$ cat config.mk
export PLATFORM = sky130hd
export DESIGN_NAME = jsds_cmp
export DESIGN_NICKNAME = d
export VERILOG_FILES = /design/src/sv/jsds_pkg.sv /design/src/sv/jsds_cmp.sv
export SDC_FILE = /design/constraint.sdc
export NUM_CORES = 1
export LEC_CHECK = 0
export ABC_AREA = 1
export BUFFER_PORTS_ARGS = -buffer_cell sky130_fd_sc_hd__buf_2
export CAP_MARGIN = 20
export CORE_MARGIN = 3
export CORE_UTILIZATION = 64
export DETAILED_ROUTE_END_ITERATION = 10
export PLACE_DENSITY = 0.91
export SKIP_LAST_GASP = 1
export SLEW_MARGIN = 25
export SYNTH_ARGS = -nofsm -noshare
export SYNTH_HDL_FRONTEND = slang
export SYNTH_SLANG_ARGS = --single-unit
$ cat constraint.sdc
create_clock -name vclk -period 10.25
set_input_delay 1.025 -clock vclk [all_inputs]
set_output_delay 1.025 -clock vclk [all_outputs]
set_load 0.01 [all_outputs]
$ cat src/sv/jsds_pkg.sv
// Shared types, constants and helpers for the joint solution dedup selector.
// No dependencies; imported by every module of the block.
package jsds_pkg;

    localparam int MAX_KEPT_DEF    = 64;
    localparam int JOINT_COUNT_DEF = 12;
    localparam int ANGLE_BITS_DEF  = 16;
    localparam int SLOT_COUNT      = 12;
    localparam int HEIGHT_W        = 24;
    localparam int CNT_W           = 16;
    localparam int IN_DATA_W       = 232;
    localparam int OUT_DATA_W      = 72;
    localparam int PADDR_W         = 4;

    localparam logic [1:0] REG_DEDUP_ENABLE = 2'd0;
    localparam logic [1:0] REG_HEIGHT_THR   = 2'd1;
    localparam logic [1:0] REG_ANGLE_THR    = 2'd2;
    localparam logic [1:0] REG_OUTPUT_LIMIT = 2'd3;

    typedef enum logic [1:0] {
        ST_IDLE,
        ST_SCAN,
        ST_FINISH
    } state_t;

    typedef struct packed {
        logic signed [HEIGHT_W-1:0] height_thr;
        logic [15:0]                angle_thr;
    } cmp_cfg_t;

    function automatic logic [CNT_W-1:0] sat_inc(input logic [CNT_W-1:0] c);
        return (c == {CNT_W{1'b1}}) ? c : c + 1'b1;
    endfunction

endpackage

$ cat src/sv/jsds_cmp.sv
// Similarity test of the candidate against one kept row: height gap and
// wrapped joint gaps in parallel. Depends on jsds_pkg.
module jsds_cmp import jsds_pkg::*; #(
    parameter int SLOTS = SLOT_COUNT,
    parameter int AB    = ANGLE_BITS_DEF
) (
    input  cmp_cfg_t                    cfg,
    input  logic signed [HEIGHT_W-1:0]  cand_h,
    input  logic [SLOTS*AB-1:0]         cand_ang,
    input  logic [SLOTS-1:0]            cand_mask,
    input  logic [SLOTS+HEIGHT_W+SLOTS*AB-1:0] kept_row,
    output logic                        similar
);

    localparam int CW = 25;
    localparam logic [AB:0] MOD  = (AB+1)'(1) << AB;
    localparam logic [AB:0] HALF = (AB+1)'(1) << (AB - 1);

    logic [SLOTS*AB-1:0]        kept_ang;
    logic signed [HEIGHT_W-1:0] kept_h;
    logic [SLOTS-1:0]           kept_mask;
    logic [SLOTS-1:0]           both;
    logic [SLOTS-1:0]           fail;
    logic signed [HEIGHT_W:0]   dh;
    logic [HEIGHT_W:0]          dh_abs;
    logic                       h_ok;

    assign kept_ang  = kept_row[SLOTS*AB-1:0];
    assign kept_h    = kept_row[SLOTS*AB +: HEIGHT_W];
    assign kept_mask = kept_row[SLOTS*AB+HEIGHT_W +: SLOTS];
    assign both      = cand_mask & kept_mask;

    for (genvar j = 0; j < SLOTS; j++) begin : g_joint
        logic [AB-1:0] d;
        logic [AB:0]   gap;
        assign d   = cand_ang[j*AB +: AB] - kept_ang[j*AB +: AB];
        assign gap = ({1'b0, d} > HALF) ? MOD - {1'b0, d} : {1'b0, d};
        assign fail[j] = both[j] && (CW'(gap) > CW'(cfg.angle_thr));
    end

    always_comb begin
        dh     = {cand_h[HEIGHT_W-1], cand_h} - {kept_h[HEIGHT_W-1], kept_h};
        dh_abs = dh[HEIGHT_W] ? (HEIGHT_W+1)'(-dh) : (HEIGHT_W+1)'(dh);
        h_ok   = cfg.height_thr[HEIGHT_W-1] || (dh_abs <= {1'b0, cfg.height_thr});
    end

    assign similar = h_ok && (both != '0) && (fail == '0);

endmodule

# Yosys cells after proc, flatten, opt, wreduce, memory -nomap -nowiden
# Index checks and enable logic that the tools add are counted.
# word_totals
reg_bits	0
inputBits	496
out_inout_bits	1
wordCells	82
# classes
n_addsub	26
magnitude_cmp	25
mux	13
n_bitwise	1
reduce_logical	17
# op_table
cell	count
17-bit by 16-bit greater-than comparator with 1-bit output	12
17-bit 2-to-1 mux	12
17-bit by 16-bit subtractor with 17-bit output, first input constant	12
16-bit greater-than comparator, second input constant	12
16-bit subtractor	12
25-bit by 24-bit <= comparator with 1-bit output	1
25-bit 2-to-1 mux	1
25-bit negation	1
24-bit by 24-bit subtractor with 25-bit output	1
1-bit logical AND	14
12-bit bitwise AND	1
12-bit zero test	1
12-bit nonzero test	1
1-bit logical OR	1

# Depth between registers and ports, before layout
# depth
word_depth	7
mapped_depth	33
mapped_depth_nobuf	33

# Least setup slack after synthesis
# OpenSTA, ideal clock, no wires.
# synth_timing
path_kind	input port to output port
from	in cand_ang[112]
to	out similar
arrival_ns	4.439
required_ns	9.225
setup_slack_ns	4.786
cell_stages	30
path_buffers	1
path_cell_list	inv_1 > ha_1 > inv_1 > fa_1 > nand3_1 > nand2_1 > nand2_1 > nand2_1 > a21o_1 > xnor2_2 > nand2_1 > nor2_1 > nand3_1 > nand2_2 > inv_2 > buf_4 > nor2_1 > nor2_1 > ha_1 > a21oi_1 > nor2_1 > nor2_1 > nor2_1 > o21ai_0 > o211ai_1 > nand2_1 > inv_1 > nor3_1 > nand3_1 > a21oi_1
# synth_between
elab_chain_len	7
elab_cells_between_ends	8
cone_classes	add/sub: 2; order compare: 2; mux: 1; reduce/logical: 3
# synth_lines
item	line_no	rtl
start: declaration	jsds_cmp.sv:9	input logic [SLOTS*AB-1:0] cand_ang,
16-bit subtractor (*)	jsds_cmp.sv:36	assign d = cand_ang[j*AB +: AB] - kept_ang[j*AB +: AB];
17-bit by 16-bit subtractor with 17-bit output / 16-bit greater-than comparator (equally long branches)	jsds_cmp.sv:37	assign gap = ({1'b0, d} > HALF) ? MOD - {1'b0, d} : {1'b0, d};
17-bit 2-to-1 mux (*)	jsds_cmp.sv:37	
17-bit by 16-bit greater-than comparator with 1-bit output (*)	jsds_cmp.sv:38	assign fail[j] = both[j] && (CW'(gap) > CW'(cfg.angle_thr));
1-bit logical AND (*)	jsds_cmp.sv:38	
12-bit zero test (*)	jsds_cmp.sv:47	assign similar = h_ok && (both != '0) && (fail == '0);
1-bit logical AND (*)	jsds_cmp.sv:47	
end: declaration	jsds_cmp.sv:12	output logic similar
# Every way passes the cells marked *; elsewhere a longest branch is shown, timed or not.

# Final worst setup path
# layout_timing
from	in cand_ang[176]
to	out similar
# Same word-level chain as after synthesis.

==> out/qor.yml <==
synth.avg_cell_area_um2: 5.55
p_leak_nw: 16.5
grt_pass1_wl_um: 115000
cp_slowest_cell: "fa_1"
synth_most_common_cell: "nand2_1"
place_area_mm2: 0.0269
fin_tns_setup_ns: 0
gr-total-overflow: 0
drv_cap: 0
die_y_um: 199
crit_path_start_kind: "input pin"
die_area_mm2: 0.0397
muxShareOfSynthArea_pct: 0
cp.required_ns: 9.23
nets: 5742
grt_max_degree: 21
ctsResizeCount: 0
worst_slack_ns: 3.65
place_ws_ns: 3.77
rows: 70
slew_headroom_pct: 32.8
netlist_instances: 4314
fmax_mhz: 152
fill_cells: 3326
ctsHoldBuffers: 0
syn_area_mm2: 0.0239
synth-simple-area-share_pct: 41.1
critPathCaptureType: "output pin"
synth_compound_area_share_pct: 12.3
port_buffers: 497
syn_to_final_growth_pct: 12.4
status: "complete, no violations"
rsz0062_at_grt: "false"
ys_seq_area_share_pct: 0
ir_worst_vdd_v: 0.0000482
seq_area_um2: 0
routed-via-count: 28800
finalWirelength_um: 71600
synth_top_family_by_area: "simple AND/OR/NAND/NOR gates"
start_util_pct: 65.2
routed_via_density: 5.47
design.seq.count: 0
synthDominantCellAreaShare_pct: 23.1
synth_area_leader_cell: "ha_1"
postRouteAntennaNets: 0
dp_hpwl_um: 60800
synthTopCellsByArea: "ha_1 23%, nand2_1 20%, inv_1 13%, nand3_1 6.7%, nor2_1 5.9%"
synth_xor_area_share_pct: 9.20
multi_input_area_mm2: 0.0207
fin_crit_ns: 6.60
powerDensity_mw_per_mm2: 85.6
hold_viol: 0
routabilityCongestion: 0.987
power_mw: 2.30
cts_setup_buffers: 0
wl_per_cell_um: 13.6
grt_antenna_before_repair: 13
yosysWarningCount: 0
critical_path_class: "input pin to output pin"
synth_top_cells_by_count: "1,251 x nand2_1, 797 x inv_1, 441 x ha_1"
die_width_um: 199
drive_gt1_share_pct: 13.2
max_stage_delay_ns: 0.48
timing.final.crit_share_pct: 64.4
synth_fa_ha_area_share_pct: 24.1
slew_viol_final: 0
nClkBuffers: 0
track_usage_pct: 33.7
yosysUniqueCellTypes: 58
drt_iter0_markers: 1885
syn_nets: 5264
ioPinCount: 497
setup_viol_count_final: 0
startpoint: "cand_ang[176]"
worstHoldStart: "cfg[39]"
core_mm2: 0.0367
hold_path.class: "input pin to output pin"
tightest_slew_ns: 1.01
grt_pass1_vias: 25600
finish.instance_area_mm2: 0.0269
drc_errors: 0
dr.pass1.iters: 6
path_max_fanout: 14
arrival_ns: 5.58
cells in the final DEF, fill, tap and decap left out, drive strengths merged:
cell type,netlist,final
nor2,397,397
a211o,1,1
a21oi,278,278
a31oi,12,12
or3,1,1
a41oi,1,1
o31ai,8,8
diode,0,13
o211ai,18,18
fa,13,13
ha,441,441
a21o,19,19
o21ai,131,131
clkinv,2,2
a21boi,6,6
o21bai,38,38
or2,20,20
and2,3,3
a211oi,4,4
nand3b,30,30
nor3b,2,2
inv,804,804
o21a,5,5
nand4,116,116
xnor2,68,68
buf,16,498
a221oi,1,1
xor2,168,168
nor4,10,10
and3,1,1
nand2,1288,1288
nor3,73,73
nand3,333,333
area by class of cell:
cell class | count | share of cell area (%)
diodes | 13 | 0.121
repair buffers | 498 | 9.28
multi-input cells | 3486 | 77.2
well taps | 468 | 2.18
inverters | 806 | 11.3
critical path: cells and delay by family:
family | cells | cell delay, ns
AND/OR/NAND/NOR | 15 | 1.92
adder cells (fa/ha/maj) | 3 | 0.90
AO/OA/AOI/OAI | 5 | 0.74
buffers and inverters | 5 | 0.51
XOR/XNOR | 1 | 0.48
kinds of logic (layout without fill, tap and decap cells):
logic type	after synthesis	count (layout)
simple gates	2274	2274
buf+inv	828	1304
compound gates	522	522
fa+ha+maj	454	454
xor+xnor	236	236
other cells	0	13
stage by stage:
stage	hold slack, ns	util (%)	std cells
3_5_place_dp	2.44	73.2	5258
6_report	2.44	73.3	5271
5_1_grt	2.46	73.3	5271
3_3_place_gp	2.42	73.2	5258
4_1_cts	2.44	73.2	5258
2_1_floorplan	2.20	-	4314
power by group:
part	switching (mW)	internal, mW	total (mW)
combinational	1.43	0.866	2.30
clock	0	0.000000170	0.000000171
sequential	0	0	0
worst paths after layout:
kind | slack, ns | end | depth (start not counted)
setup / recovery | 3.65 | similar | 29
hold / removal | 2.44 | similar | 4
routing by layer:
layer | up-vias | track usage (%) | part of all wire, %
met5 | - | 0 | 0
met4 | 0 | 12.2 | 3.5
met3 | 164 | 2.90 | 7.8
met2 | 1129 | 58.8 | 46
met1 | 12700 | 43.4 | 43
li1 | 14900 | - | -
Power figures use the tool's default switching activity.
